**config.mk**
```make
export PLATFORM = sky130hd
export DESIGN_NAME = uplink_command_line_matcher_top
export DESIGN_NICKNAME = d
export VERILOG_FILES = /design/src/rtl/ulcm_pkg.sv /design/src/rtl/uplink_command_line_matcher_top.sv /design/src/rtl/ulcm_line.sv
export SDC_FILE = /design/constraint.sdc
export NUM_CORES = 1
export LEC_CHECK = 0
export BUFFER_PORTS_ARGS = -buffer_cell sky130_fd_sc_hd__buf_2
export CAP_MARGIN = 10
export CORE_MARGIN = 1
export CORE_UTILIZATION = 55
export CTS_CLUSTER_DIAMETER = 80
export DETAILED_ROUTE_END_ITERATION = 12
export GPL_TIMING_DRIVEN = 0
export HOLD_SLACK_MARGIN = 0.05
export PLACE_DENSITY_LB_ADDON = 0.2
export SYNTH_ARGS = -nofsm -noshare
export SYNTH_HDL_FRONTEND = slang
export SYNTH_SLANG_ARGS = --single-unit
```
**constraint.sdc**
```tcl
create_clock -name clock -period 4.1 [get_ports clock]
set_input_delay 0.615 -clock clock [delete_from_list [all_inputs] [get_ports clock]]
set_output_delay 0.615 -clock clock [all_outputs]
set_load 0.02 [all_outputs]
```
**src/rtl/ulcm_pkg.sv**
```systemverilog
// Shared types, constants and helper functions for the uplink command line matcher.
// Used by the line tracker, the top level and the checker; depends on nothing.
package ulcm_pkg;

   localparam int LineLengthDefault = 32;

   localparam logic [7:0] CharNewline = 8'h0a;
   localparam logic [7:0] CharReturn  = 8'h0d;
   localparam logic [7:0] CharNul     = 8'h00;

   localparam int TextChars = 8;
   // The text length saturates one above the longest command, which can never match.
   localparam logic [3:0] TextLenMax = 4'd9;

   typedef enum logic [1:0] {
      CODE_NONE   = 2'd0,
      CODE_ABORT  = 2'd1,
      CODE_DEPLOY = 2'd2
   } code_type;

   typedef enum logic [1:0] {
      CSR_ABORT_TEXT    = 2'd0,
      CSR_ABORT_LENGTH  = 2'd1,
      CSR_DEPLOY_TEXT   = 2'd2,
      CSR_DEPLOY_LENGTH = 2'd3
   } csr_index_type;

   typedef struct packed {
      logic [63:0] abort_text;
      logic [3:0]  abort_length;
      logic [63:0] deploy_text;
      logic [3:0]  deploy_length;
   } cmd_cfg_type;

   // Stated length capped at eight, cut at the first zero byte.
   function automatic logic [3:0] effective_length(logic [63:0] text, logic [3:0] length);
      logic [3:0] limit;
      logic [3:0] result;
      logic       stopped;
      limit   = (length > 4'd8) ? 4'd8 : length;
      result  = 4'd0;
      stopped = 1'b0;
      for (int i = 0; i < TextChars; i++) begin
         if (!stopped && (4'(i) < limit) && (text[8*i +: 8] != CharNul)) begin
            result = 4'(i + 1);
         end else begin
            stopped = 1'b1;
         end
      end
      return result;
   endfunction

endpackage

```
**src/rtl/uplink_command_line_matcher_top.sv**
```systemverilog
// Top level of the uplink command line matcher: command registers, line tracker
// and the result register. Depends on ulcm_pkg and ulcm_line.
//
// Usage: received bytes arrive one beat at a time on the req_ channel. Carriage
// returns are skipped, and a newline closes the line. Every newline produces
// exactly one beat on the rsp_ channel carrying the command code (none, abort or
// force deploy); no other byte produces a result. The line is compared against
// the two command texts character by character as it arrives, so no line buffer
// is kept. A line that fills up to LINE_LENGTH-1 characters is restarted by the
// next byte that is not a newline, and that byte is dropped.
//
// The result beat is registered and is presented in the cycle after the newline
// beat is accepted. Throughput: one byte per cycle while req_stall is low; the line
// state is updated on every accepted byte and the result register holds one entry.
//
// Stall: while a result is held by rsp_stall, req_stall is raised, so input
// waits until the result register frees. A result taken in a cycle frees the
// register in that same cycle, so streaming continues without a gap.
//
// Reset (synchronous, active high) clears the command registers to zero, empties
// the line and drops any pending result. The user must write the csr_ port only
// while the block is idle; the block itself does not enforce this.
module uplink_command_line_matcher_top #(
   parameter int LINE_LENGTH = ulcm_pkg::LineLengthDefault
) (
   input  logic        clock,
   input  logic        reset,
   input  logic        req_valid,
   output logic        req_stall,
   input  logic [7:0]  req_received_byte,
   output logic        rsp_valid,
   input  logic        rsp_stall,
   output logic [1:0]  rsp_command_code,
   input  logic        csr_write_enable,
   input  logic [1:0]  csr_index,
   input  logic [63:0] csr_write_data
);

   ulcm_pkg::cmd_cfg_type cfg_ff, cfg_in;

   logic               rsp_valid_ff, rsp_valid_in;
   ulcm_pkg::code_type rsp_code_ff, rsp_code_in;

   logic               req_beat;
   logic               line_done;
   ulcm_pkg::code_type line_code;

   // Command registers; each write lands in the register picked by the index.
   always_comb begin
      cfg_in = cfg_ff;
      if (csr_write_enable) begin
         case (ulcm_pkg::csr_index_type'(csr_index))
            ulcm_pkg::CSR_ABORT_TEXT:    cfg_in.abort_text    = csr_write_data;
            ulcm_pkg::CSR_ABORT_LENGTH:  cfg_in.abort_length  = csr_write_data[3:0];
            ulcm_pkg::CSR_DEPLOY_TEXT:   cfg_in.deploy_text   = csr_write_data;
            ulcm_pkg::CSR_DEPLOY_LENGTH: cfg_in.deploy_length = csr_write_data[3:0];
            default:                     cfg_in = cfg_ff;
         endcase
      end
   end

   always_ff @(posedge clock) begin
      if (reset) begin
         cfg_ff <= '0;
      end else begin
         cfg_ff <= cfg_in;
      end
   end

   // Input is held back only while a finished result is itself held.
   assign req_stall = rsp_valid_ff && rsp_stall;
   assign req_beat  = req_valid && !req_stall;

   ulcm_line #(
      .LINE_LENGTH(LINE_LENGTH)
   ) u_line (
      .clock     (clock),
      .reset     (reset),
      .beat      (req_beat),
      .data_byte (req_received_byte),
      .cfg       (cfg_ff),
      .line_done (line_done),
      .line_code (line_code)
   );

   // Result register: loads on a newline beat, empties when the result is taken.
   always_comb begin
      rsp_valid_in = rsp_valid_ff;
      rsp_code_in  = rsp_code_ff;
      if (line_done) begin
         rsp_valid_in = 1'b1;
         rsp_code_in  = line_code;
      end else if (!rsp_stall) begin
         rsp_valid_in = 1'b0;
      end
   end

   always_ff @(posedge clock) begin
      if (reset) begin
         rsp_valid_ff <= 1'b0;
      end else begin
         rsp_valid_ff <= rsp_valid_in;
      end
      rsp_code_ff <= rsp_code_in;
   end

   assign rsp_valid        = rsp_valid_ff;
   assign rsp_command_code = rsp_code_ff;

endmodule

```
**src/rtl/ulcm_line.sv**
```systemverilog
// Line state tracker: position, text length and the two running match flags.
// Depends on ulcm_pkg.
module ulcm_line #(
   parameter int LINE_LENGTH = ulcm_pkg::LineLengthDefault
) (
   input  logic                  clock,
   input  logic                  reset,
   input  logic                  beat,
   input  logic [7:0]            data_byte,
   input  ulcm_pkg::cmd_cfg_type cfg,
   output logic                  line_done,
   output ulcm_pkg::code_type    line_code
);

   localparam int PosW = (LINE_LENGTH > 2) ? $clog2(LINE_LENGTH) : 1;
   localparam logic [PosW-1:0] LastPos = PosW'(LINE_LENGTH - 1);

   logic [PosW-1:0] position_ff, position_in;
   logic [3:0]      text_len_ff, text_len_in;
   logic            ended_ff, ended_in;
   logic            abort_ok_ff, abort_ok_in;
   logic            deploy_ok_ff, deploy_ok_in;

   logic [3:0] abort_eff;
   logic [3:0] deploy_eff;
   logic       abort_char_ok;
   logic       deploy_char_ok;
   logic [2:0] char_sel;

   assign abort_eff  = ulcm_pkg::effective_length(cfg.abort_text, cfg.abort_length);
   assign deploy_eff = ulcm_pkg::effective_length(cfg.deploy_text, cfg.deploy_length);
   assign char_sel   = text_len_ff[2:0];

   // An index at or past the effective length never matches, which also covers
   // the saturated text length.
   assign abort_char_ok  = (text_len_ff < abort_eff) &&
                           (cfg.abort_text[8*char_sel +: 8] == data_byte);
   assign deploy_char_ok = (text_len_ff < deploy_eff) &&
                           (cfg.deploy_text[8*char_sel +: 8] == data_byte);

   assign line_done = beat && (data_byte == ulcm_pkg::CharNewline);

   always_comb begin
      if (abort_ok_ff && (text_len_ff == abort_eff)) begin
         line_code = ulcm_pkg::CODE_ABORT;
      end else if (deploy_ok_ff && (text_len_ff == deploy_eff)) begin
         line_code = ulcm_pkg::CODE_DEPLOY;
      end else begin
         line_code = ulcm_pkg::CODE_NONE;
      end
   end

   always_comb begin
      position_in  = position_ff;
      text_len_in  = text_len_ff;
      ended_in     = ended_ff;
      abort_ok_in  = abort_ok_ff;
      deploy_ok_in = deploy_ok_ff;
      if (beat) begin
         if ((data_byte == ulcm_pkg::CharNewline) || (position_ff == LastPos)) begin
            position_in  = '0;
            text_len_in  = '0;
            ended_in     = 1'b0;
            abort_ok_in  = 1'b1;
            deploy_ok_in = 1'b1;
         end else if (data_byte != ulcm_pkg::CharReturn) begin
            position_in = position_ff + 1'b1;
            if (!ended_ff) begin
               if (data_byte == ulcm_pkg::CharNul) begin
                  ended_in = 1'b1;
               end else begin
                  abort_ok_in  = abort_ok_ff && abort_char_ok;
                  deploy_ok_in = deploy_ok_ff && deploy_char_ok;
                  if (text_len_ff != ulcm_pkg::TextLenMax) begin
                     text_len_in = text_len_ff + 4'd1;
                  end
               end
            end
         end
      end
   end

   always_ff @(posedge clock) begin
      if (reset) begin
         position_ff  <= '0;
         text_len_ff  <= '0;
         ended_ff     <= 1'b0;
         abort_ok_ff  <= 1'b1;
         deploy_ok_ff <= 1'b1;
      end else begin
         position_ff  <= position_in;
         text_len_ff  <= text_len_in;
         ended_ff     <= ended_in;
         abort_ok_ff  <= abort_ok_in;
         deploy_ok_ff <= deploy_ok_in;
      end
   end

endmodule

```
* Word-level counts from Yosys, hierarchy flattened *
Index checks and enable logic that the tools add are counted.

storage, ports and cells
  bits in registers = 151
  output and inout port bits = 4

cells by class
  $add $sub $neg = 2
  order comparisons = 20
  equal/unequal tests = 14
  shifts and indexed selects = 2
  multiplexer cells = 54
  reductions and logical operators = 80

operators with widths
  kind                                                                          number
  8-bit nonzero test                                                            16
  64-bit by 7-bit indexed part select with 8-bit output                         2
  4-bit 2-to-1 mux                                                              15
  1-bit logical AND                                                             39
  3-bit by 4-bit less-than comparator with 1-bit output (first input constant)  8
  1-bit 2-to-1 mux                                                              30
  8-bit == test                                                                 2
  1-bit by 4-bit less-than comparator with 1-bit output (first input constant)  4
  2-bit by 4-bit less-than comparator with 1-bit output (first input constant)  4
  1-bit logical NOT                                                             13
  3-bit 2-to-1 mux                                                              4
  5-bit 2-to-1 mux                                                              2
  2-bit AND reduction                                                           5
  4-bit == test                                                                 2
  8-bit by 4-bit == test with 1-bit output (second input constant)              1
  4-bit > comparator (second input constant)                                    2
  8-bit logical NOT                                                             1
  4-bit less-than comparator                                                    2
  8-bit by 4-bit != test with 1-bit output (second input constant)              1
  2-bit 2-to-1 mux                                                              3
  5-bit by 1-bit adder with 5-bit output (second input constant)                1
  5-bit == test (second input constant)                                         1
  5-bit AND reduction                                                           1
  4-bit by 1-bit adder with 4-bit output (second input constant)                1
  other kinds (9)                                                               12

* Logic depth before layout (Yosys ltp) *
Gate-level depths: netlist (run 1).

  depth after elaboration = 38
  gate-level depth with buffers = 14
  mapped depth without buffers = 13

* Hierarchy *
From an unflattened synthesis (run 1), not the netlist that was laid out.

unflattened totals
  cell total of the unflattened synthesis = 821
  area, all modules = 8324.2 um^2

modules (own cells, without submodules)
  module                           instances  cells each  area an instance (um^2)  sequential area each (um^2)
  uplink_command_line_matcher_top  1          523         5695.5                   2802.7
  ulcm_line                        1          298         2628.8                   240.2

* Worst setup path after synthesis (run 1) *
Ideal clock, no wire load.

  path kind = flip-flop to flip-flop
  start = reg cfg_ff[3] in the netlist's numbering
  end = reg u_line.deploy_ok_ff
  library setup time = 0.059 ns
  data arrival time = 2.387 ns
  path slack = 1.654 ns
  cell stages (with the launch flop) = 13
  path buffers = 1
  clock period less this slack = 2.446 ns
  path through = dfxtp_1 > clkbuf_1 > o311a_1 > o2111ai_1 > a311oi_1 > a21oi_1 > ha_1 > nor2b_1 > o21a_1 > o21ai_0 > nand3b_1 > nor4_1 > a221o_1

between the ends
  longest elaborated chain between the ends = 38
  elaborated cells between the ends (all ways) = 53
  those cells by class = order compare (10); mux (20); reduce/logical (23)

RTL lines
  item                                                   RTL line                               RTL
  from (decl)                                            uplink_command_line_matcher_top.sv:39  ulcm_pkg::cmd_cfg_type cfg_ff, cfg_in;
  from (signal assigned)                                 uplink_command_line_matcher_top.sv:66  cfg_ff <= cfg_in;
  4-bit > comparator                                     ulcm_pkg.sv:40                         limit = (length > 4'd8) ? 4'd8 : length;
  4-bit 2-to-1 mux (*)                                   ulcm_pkg.sv:40
  1-bit by 4-bit less-than comparator with 1-bit output  ulcm_pkg.sv:44                         if (!stopped && (4'(i) < limit) && (text[8*i +: 8] != CharNul)) begin
  1-bit logical AND (3 in a row)                         ulcm_pkg.sv:44
  1-bit 2-to-1 mux                                       ulcm_pkg.sv:44
  1-bit logical NOT                                      ulcm_pkg.sv:44
  1-bit logical AND (2 in a row)                         ulcm_pkg.sv:44
  1-bit 2-to-1 mux                                       ulcm_pkg.sv:44
  [19 not listed]                                        n/a
  4-bit 2-to-1 mux (*)                                   ulcm_pkg.sv:44
  4-bit less-than comparator (*)                         ulcm_line.sv:38                        assign deploy_char_ok = (text_len_ff < deploy_eff) &&
  1-bit logical AND (*)                                  ulcm_line.sv:38
  1-bit logical AND (*)                                  ulcm_line.sv:73                        deploy_ok_in = deploy_ok_ff && deploy_char_ok;
  1-bit 2-to-1 mux (*)                                   ulcm_line.sv:69                        if (data_byte == ulcm_pkg::CharNul) begin
  1-bit 2-to-1 mux (*)                                   ulcm_line.sv:68                        if (!ended_ff) begin
  1-bit 2-to-1 mux (*)                                   ulcm_line.sv:66                        end else if (data_byte != ulcm_pkg::CharReturn) begin
  1-bit 2-to-1 mux (*)                                   ulcm_line.sv:60                        if ((data_byte == ulcm_pkg::CharNewline) || (position_ff == LastPos)) begin
  to (signal assigned)                                   ulcm_line.sv:95                        deploy_ok_ff <= deploy_ok_in;
  to (decl)                                              ulcm_line.sv:22                        logic deploy_ok_ff, deploy_ok_in;

Mark *: on every way between the ends. The rest lies on a longest branch, timed or not. The select of a mux whose other input is x is not followed.
A chain may end at the register's enable or synchronous reset.

* Worst setup path in the final report (run 1) *
  start = reg cfg_ff[16] in the netlist's numbering
  end = reg u_line.deploy_ok_ff

between the ends
  longest elaborated chain between the ends = 34
  elaborated cells between the ends (all ways) = 42
  those cells by class = order compare (1); eq/ne (1); shift (1); mux (17); reduce/logical (22)

RTL lines
  item                            RTL line
  8-bit nonzero test              ulcm_pkg.sv:44
  1-bit logical AND               ulcm_pkg.sv:44
  1-bit 2-to-1 mux                ulcm_pkg.sv:44
  1-bit logical NOT               ulcm_pkg.sv:44
  1-bit logical AND (2 in a row)  ulcm_pkg.sv:44
  1-bit 2-to-1 mux                ulcm_pkg.sv:44
  1-bit logical NOT               ulcm_pkg.sv:44
  1-bit logical AND (2 in a row)  ulcm_pkg.sv:44
  [16 not listed]                 n/a
  4-bit 2-to-1 mux                ulcm_pkg.sv:44
  4-bit less-than comparator      ulcm_line.sv:38
  1-bit logical AND (*)           ulcm_line.sv:38
  1-bit logical AND (*)           ulcm_line.sv:73
  1-bit 2-to-1 mux (*)            ulcm_line.sv:69
  1-bit 2-to-1 mux (*)            ulcm_line.sv:68
  1-bit 2-to-1 mux (*)            ulcm_line.sv:66
  1-bit 2-to-1 mux (*)            ulcm_line.sv:60

Marked as above.

==> summary.txt, run 1 <==
Outcome
  – Status: finished, final reports clean

Clocking
  – Clk sinks: 151
  – H-tree depth: 4
  – Clk root buf: clkbuf_16
  – Post-CTS setup buffers: 0
  – CTS tree: yes
  – Post-CTS Resized: 0
  – Hold buffer count at CTS: 0
  – CTS buffer count: 17
  – Clk_lat worst skew: 0.43 ns
  – CTS clk-pin slew, worst paths: 0.06 ns
  – Clock Tree Buf Depth: 2

Synthesis
  – Ys Warns: 0
  – Post-synth EDFFs: 2
  – Avg Cell Area, Syn: 8.22 µm²
  – Cell area after synthesis: 0.00723 mm²
  – Post-synth top cells: nand2_1 (281), dfxtp_1 (149), a21oi_1 (142), clkbuf_1 (41), nor4_1 (31)
  – Cells after synthesis: 880
  – Post-synthesis sequential area ratio: 42.1%
  – Most frequent cell after synthesis: nand2_1
  – Synth area leaders: dfxtp_1 (41%), nand2_1 (15%), a21oi_1 (9.8%)
  – Asr flop ratio synth: 0%
  – #FFs+latches synth: 151
  – Synth cell types: 54
  – Top_reg_cell synth: dfxtp_1
  – Synth top area share: 41.2%
  – Mapped Nets: 971
  – Top cell type by total area after synthesis: dfxtp_1

Placement
  – Routability cong.: 1.03
  – Placed wire-length estimate: 18.9 mm
  – Port bufs: 79

Global route
  – GR Util met1: 50.4%
  – First-pass GRT wire length: 36.3 mm
  – Overall Global Routing Usage: 37.5%
  – Largest net degree at the start of global routing: 17
  – M2 GR Usage: 57.4%
  – Grt ovf: 0
  – Vias in the first global route: 6,302
  – Initial antenna violation count: 0
  – GRT busiest layer: met2
  – Met3 GRT Util: 7.78%

Routing
  – DRT iter0 DRCs: 839
  – Via Count: 7,148
  – Drt first pass iters: 6
  – WL final: 24.5 mm
  – Wire per inst: 21.1 µm
  – Antenna-violating nets left: 0
  – Vias per Instance: 6.15
  – DR DRC count: 0

Power and ir drop
  – Worst IR Drop VDD: 0.413 mV
  – Leakage Power: 0.00315 µW
  – PnR Total Power: 3580 µW
  – Power Dens Cells: 424 mW/mm²

Setup path
  – Crit path kind: register to register
  – Req. time, crit path: 4.48 ns
  – Worst Path Arrival: 3.30 ns
  – FF-to-FF Start: cfg_ff[16]$_SDFFE_PP0P_
  – Worst setup EP type: register
  – CP max FO: 6
  – Worst Setup SP: cfg_ff[16]$_SDFFE_PP0P_
  – Worst Path Buf+Inv: 0
  – Crit-path cells: nor4_1 > nand2_1 > o311a_1 > o2111ai_1 > a311oi_1 > a21oi_1 > ha_1 > nor2b_1 > o21a_1 > o21ai_0 > nand3b_1 > nor4_1 > a221o_1
  – Critical path's slowest cell: nor4_1
  – Critical path endpoint: u_line.deploy_ok_ff$_SDFFE_PP1P_
  – Reg2reg setup slack: 1.18 ns
  – Cell mode on critical path: nor4_1
  – Stages on the worst setup path: 13
  – Worst R2R End: u_line.deploy_ok_ff$_SDFFE_PP1P_
  – Startpoint class of the critical path: register
  – Worst reg-to-reg path cell count: 13
  – Top delay family on crit path: compound AO/OA/AOI/OAI gates
  – Max incr delay on CP: 0.46 ns

STA
  – Final Setup Violations: 0
  – Minimum clock period: 2.92 ns
  – Rel. slew slack: 10.4%
  – Final Hold Vio Count: 0
  – RSZ-0062 raised after global routing: false
  – Setup TNS: 0 ns
  – Max frequency: 0.342 GHz
  – Worst-margin pin slew: 1.34 ns
  – Period utilization: 71.3%
  – Clk_skew: 0.00830 ns
  – Fin. max-slew vios: 0

Cells and area
  – Layout cells sized above 1: 15.9%
  – Area Overhead vs Synth: 16.8%
  – Multi-input logic area: 0.00395 mm²
  – Reg area: 0.00304 mm²
  – Fin nets: 1,069
  – # fillers: 1,153
  – Diode count: 0

Floorplan
  – Die Height: 117 µm
  – Die footprint: 0.0136 mm²
  – Rows: 41
  – Core area: 0.0127 mm²
  – Initial Util: 56.9%
  – I/O Pins: 83
  – Die width: 117 µm

Worst hold path
  – Hold depth: 3
  – HP Class: input pin to register

Job
  – Maxcap violations: 0
==> cell families after synthesis <==
group	synth area share (%)
compound gates	14.2
xor+xnor	2.42
fa+ha+maj	2.08
buf+inv	3.32
flops	42.1
mux	12.7
simple gates	23.2
==> power breakdown <==
group	switching, µW	internal [µW]
clock	659	955
combinational	237	152
sequential	60.7	1520
total	956	2630
==> how the worst min path moves through the flow <==
stage | startpoint | endpoint
2_1_floorplan | cfg_ff[119]$_SDFFE_PP0P_ | cfg_ff[119]$_SDFFE_PP0P_
3_3_place_gp | cfg_ff[41]$_SDFFE_PP0P_ | cfg_ff[41]$_SDFFE_PP0P_
3_5_place_dp | cfg_ff[109]$_SDFFE_PP0P_ | cfg_ff[109]$_SDFFE_PP0P_
4_1_cts | csr_write_data[48] | cfg_ff[120]$_SDFFE_PP0P_
5_1_grt | csr_write_data[62] | cfg_ff[66]$_SDFFE_PP0P_
6_report | csr_write_data[62] | cfg_ff[66]$_SDFFE_PP0P_
==> cells in the final DEF (no fill, tap or decap), drive strengths merged, types with 12 or more instances in the layout <==
cell type  Yosys  routed
nand2        281     281
dfxtp        149     149
a21oi        142     142
buf           15      94
clkbuf        41      61
nor4          31      31
nor2          29      29
mux2i         29      29
mux4          24      24
ha            12      12
==> routing by layer <==
layer / up-vias / routed length (µm)
met4: 0 / 1250
li1: 3269 / -
met5: - / 0
met2: 474 / 10800
met3: 77 / 2670
met1: 3328 / 9830
==> final cells by class <==
class,count,area share (%)
flip-flops and latches,151,36.0
clock inverters,12,1.66
clock buffers,20,5.52
multi-input cells,667,46.7
repair buffers,79,4.68
inverters,6,0.267
plain buffers,56,2.58
well taps,172,2.55
==> flip-flops by register name, summed over array words and instances, names as in the netlist <==
name                 count
cfg_ff                 136
rsp_command_code         2
rsp_valid                1
u_line.abort_ok_ff       1
u_line.deploy_ok_ff      1
u_line.ended_ff          1
u_line.position_ff       5
u_line.text_len_ff       4
==> worst reg2reg max path, delay by kind of cell (launching register included) <==
kind	cells	cell delay, ns
flops	1	0.36
fa+ha+maj	1	0.28
compound gates	7	1.16
simple gates	5	1.07
==> stage by stage <==
stage	cells	util, %	instance area (µm²)	worst slack, ns	hold slack (ns)
after global placement	1131	61.7	7840	1.36	0.459
after CTS	1163	66.4	8450	1.27	0.430
after detailed placement	1131	61.7	7840	1.31	0.466
final	1163	66.4	8450	1.18	0.432
after floorplan	880	-	7230	1.65	0.440
after global routing	1163	66.4	8450	1.00	0.428
Note: power is estimated with default switching activity, not from simulation.
==> inputs of run 2 (changes only) <==
==> constraint.sdc (replaced) <==
create_clock -name clock -period 2.95 [get_ports clock]
set_input_delay 0.4425 -clock clock [delete_from_list [all_inputs] [get_ports clock]]
set_output_delay 0.4425 -clock clock [all_outputs]
set_load 0.02 [all_outputs]
==> run 2 against run 1 <==
Global-route usage is the same. Clock power grew 40%. Via count barely moved. Clock skew grew 0.0034 ns. Utilization is 0.079 points higher. Critical path type unchanged. Largest power group unchanged. Highest routed layer unchanged.
==> summary.txt, run 2 (synthesis gave the netlist of run 1 again) <==
Power and ir drop
  – Leakage Power: 0.00315 µW
  – Worst IR Drop VDD: 0.573 mV
  – PnR Total Power: 4990 µW
  – Power Dens Cells: 589 mW/mm²

Global route
  – M2 GR Usage: 57.4%
  – GR Util met1: 50.4%
  – Largest net degree at the start of global routing: 17
  – GRT busiest layer: met2
  – Met3 GRT Util: 7.78%
  – Vias in the first global route: 6,302
  – Grt ovf: 0
  – Initial antenna violation count: 0
  – Overall Global Routing Usage: 37.5%
  – First-pass GRT wire length: 36.3 mm

Floorplan
  – Die Height: 117 µm
  – Core area: 0.0127 mm²
  – Rows: 41
  – I/O Pins: 83
  – Initial Util: 56.9%
  – Die width: 117 µm
  – Die footprint: 0.0136 mm²

Setup path
  – Startpoint class of the critical path: register
  – Req. time, crit path: 3.32 ns
  – Worst setup EP type: register
  – Worst Path Arrival: 3.14 ns
  – Crit path kind: register to register
  – CP max FO: 10

Cells and area
  – Area Overhead vs Synth: 17.0%
  – Layout cells sized above 1: 16.3%
  – Biggest register: cfg_ff
  – Biggest regs: cfg_ff: 136 flops, u_line.position_ff: 5 flops, u_line.text_len_ff: 4 flops
  – Multi-input logic area: 0.00396 mm²
  – Reg area: 0.00304 mm²
  – Most common cell after layout, fill and taps aside: nand2_1
  – Fin nets: 1,068
  – Diode count: 0
  – # fillers: 1,150
  – Largest register FFs: 136
  – Fin cells: 1,162
  – Most frequent cells in the layout: nand2_1 (281), dfxtp_1 (148), a21oi_1 (142), buf_2 (85), clkbuf_1 (40)

Routing
  – Antenna-violating nets left: 0
  – DR DRC count: 0
  – Drt first pass iters: 5
  – Via Count: 7,154
  – Vias per Instance: 6.16
  – WL final: 24.6 mm
  – Wire per inst: 21.2 µm
  – DRT iter0 DRCs: 828

Placement
  – Port bufs: 79
  – Routability cong.: 1.03
  – Placed wire-length estimate: 18.9 mm
  – Dpl cells: 1,131

Clocking
  – Post-CTS setup buffers: 0
  – Clk_lat worst skew: 0.43 ns
  – CTS tree: yes
  – Clk sinks: 151
  – Clock Tree Buf Depth: 2
  – Clk root buf: clkbuf_16
  – CTS clk-pin slew, worst paths: 0.06 ns
  – CTS buffer count: 17
  – H-tree depth: 4

Outcome
  – Status: finished, final reports clean

STA
  – Setup TNS: 0 ns
  – Final Setup Violations: 0
  – Worst-margin pin slew: 1.27 ns
  – Fin. max-slew vios: 0
  – Max frequency: 0.361 GHz
  – Minimum clock period: 2.77 ns
  – Clk_skew: 0.0117 ns
  – RSZ-0062 raised after global routing: false
  – Rel. slew slack: 15.1%
  – Final Hold Vio Count: 0
  – Period utilization: 94.0%

Job
  – Maxcap violations: 0

Worst hold path
  – HP Class: input pin to register
[run 2: area by class of cell]
cell class	count	share of cell area [%]
tap	172	2.54
clock inverter	12	1.66
multi-input combinational	667	46.8
buffer	55	2.53
timing repair buffer	79	4.67
clock buffer	20	5.52
inverter	6	0.266
sequential	151	36.0
[run 2: stage by stage]
step	hold WS, ns	utilization [%]	worst slack (ns)	instance area (µm²)
finish	0.264	66.5	0.178	8460
global placement	0.459	61.7	0.212	7840
global route	0.255	66.5	0.0202	8460
detailed placement	0.466	61.7	0.158	7840
CTS	0.258	66.4	0.116	8450
floorplan	0.440	-	0.504	7230
[run 2: timing repair]
action                                  CTS  global route
endpoints found under the setup margin    0             1
hold buffers                              0             0
gates resized for setup                   0             3
[run 2: power by group]
part / total, µW / switching, µW / leakage (µW) / internal (µW)
Combinational: 542 / 330 / 0.00162 / 212
Clock: 2250 / 918 / 0.000296 / 1330
Sequential: 2200 / 86.1 / 0.00123 / 2110
Total: 4990 / 1330 / 0.00315 / 3650
[run 2: final timing paths]
| check | from | endpoint | slack [ns] | cells after the start |
|---|---|---|---|---|
| max | u_line.text_len_ff[1]$_SDFFE_PP0P_ | u_line.abort_ok_ff$_SDFFE_PP1P_ | 0.18 | 8 |
| min | csr_write_data[48] | cfg_ff[120]$_SDFFE_PP0P_ | 0.26 | 3 |
| max reg2reg | u_line.text_len_ff[1]$_SDFFE_PP0P_ | u_line.abort_ok_ff$_SDFFE_PP1P_ | 0.18 | 8 |
| min reg2reg | cfg_ff[109]$_SDFFE_PP0P_ | cfg_ff[109]$_SDFFE_PP0P_ | 0.48 | 2 |
[run 2: critical path, stage by stage, from the launching register on]
cell and delay [ns]:
dfxtp_1 0.44, buf_2 0.35, buf_2 0.30, buf_1 0.50, mux4_2 0.42, mux2i_1 0.19
xor2_1 0.21, nand4_1 0.15, o21ai_1 0.15
[run 2: layer usage]
layer / wire, µm / vias up
met5: 0 / -
met4: 1160 / 0
met3: 2620 / 72
met2: 10900 / 475
met1: 9920 / 3335
li1: - / 3272
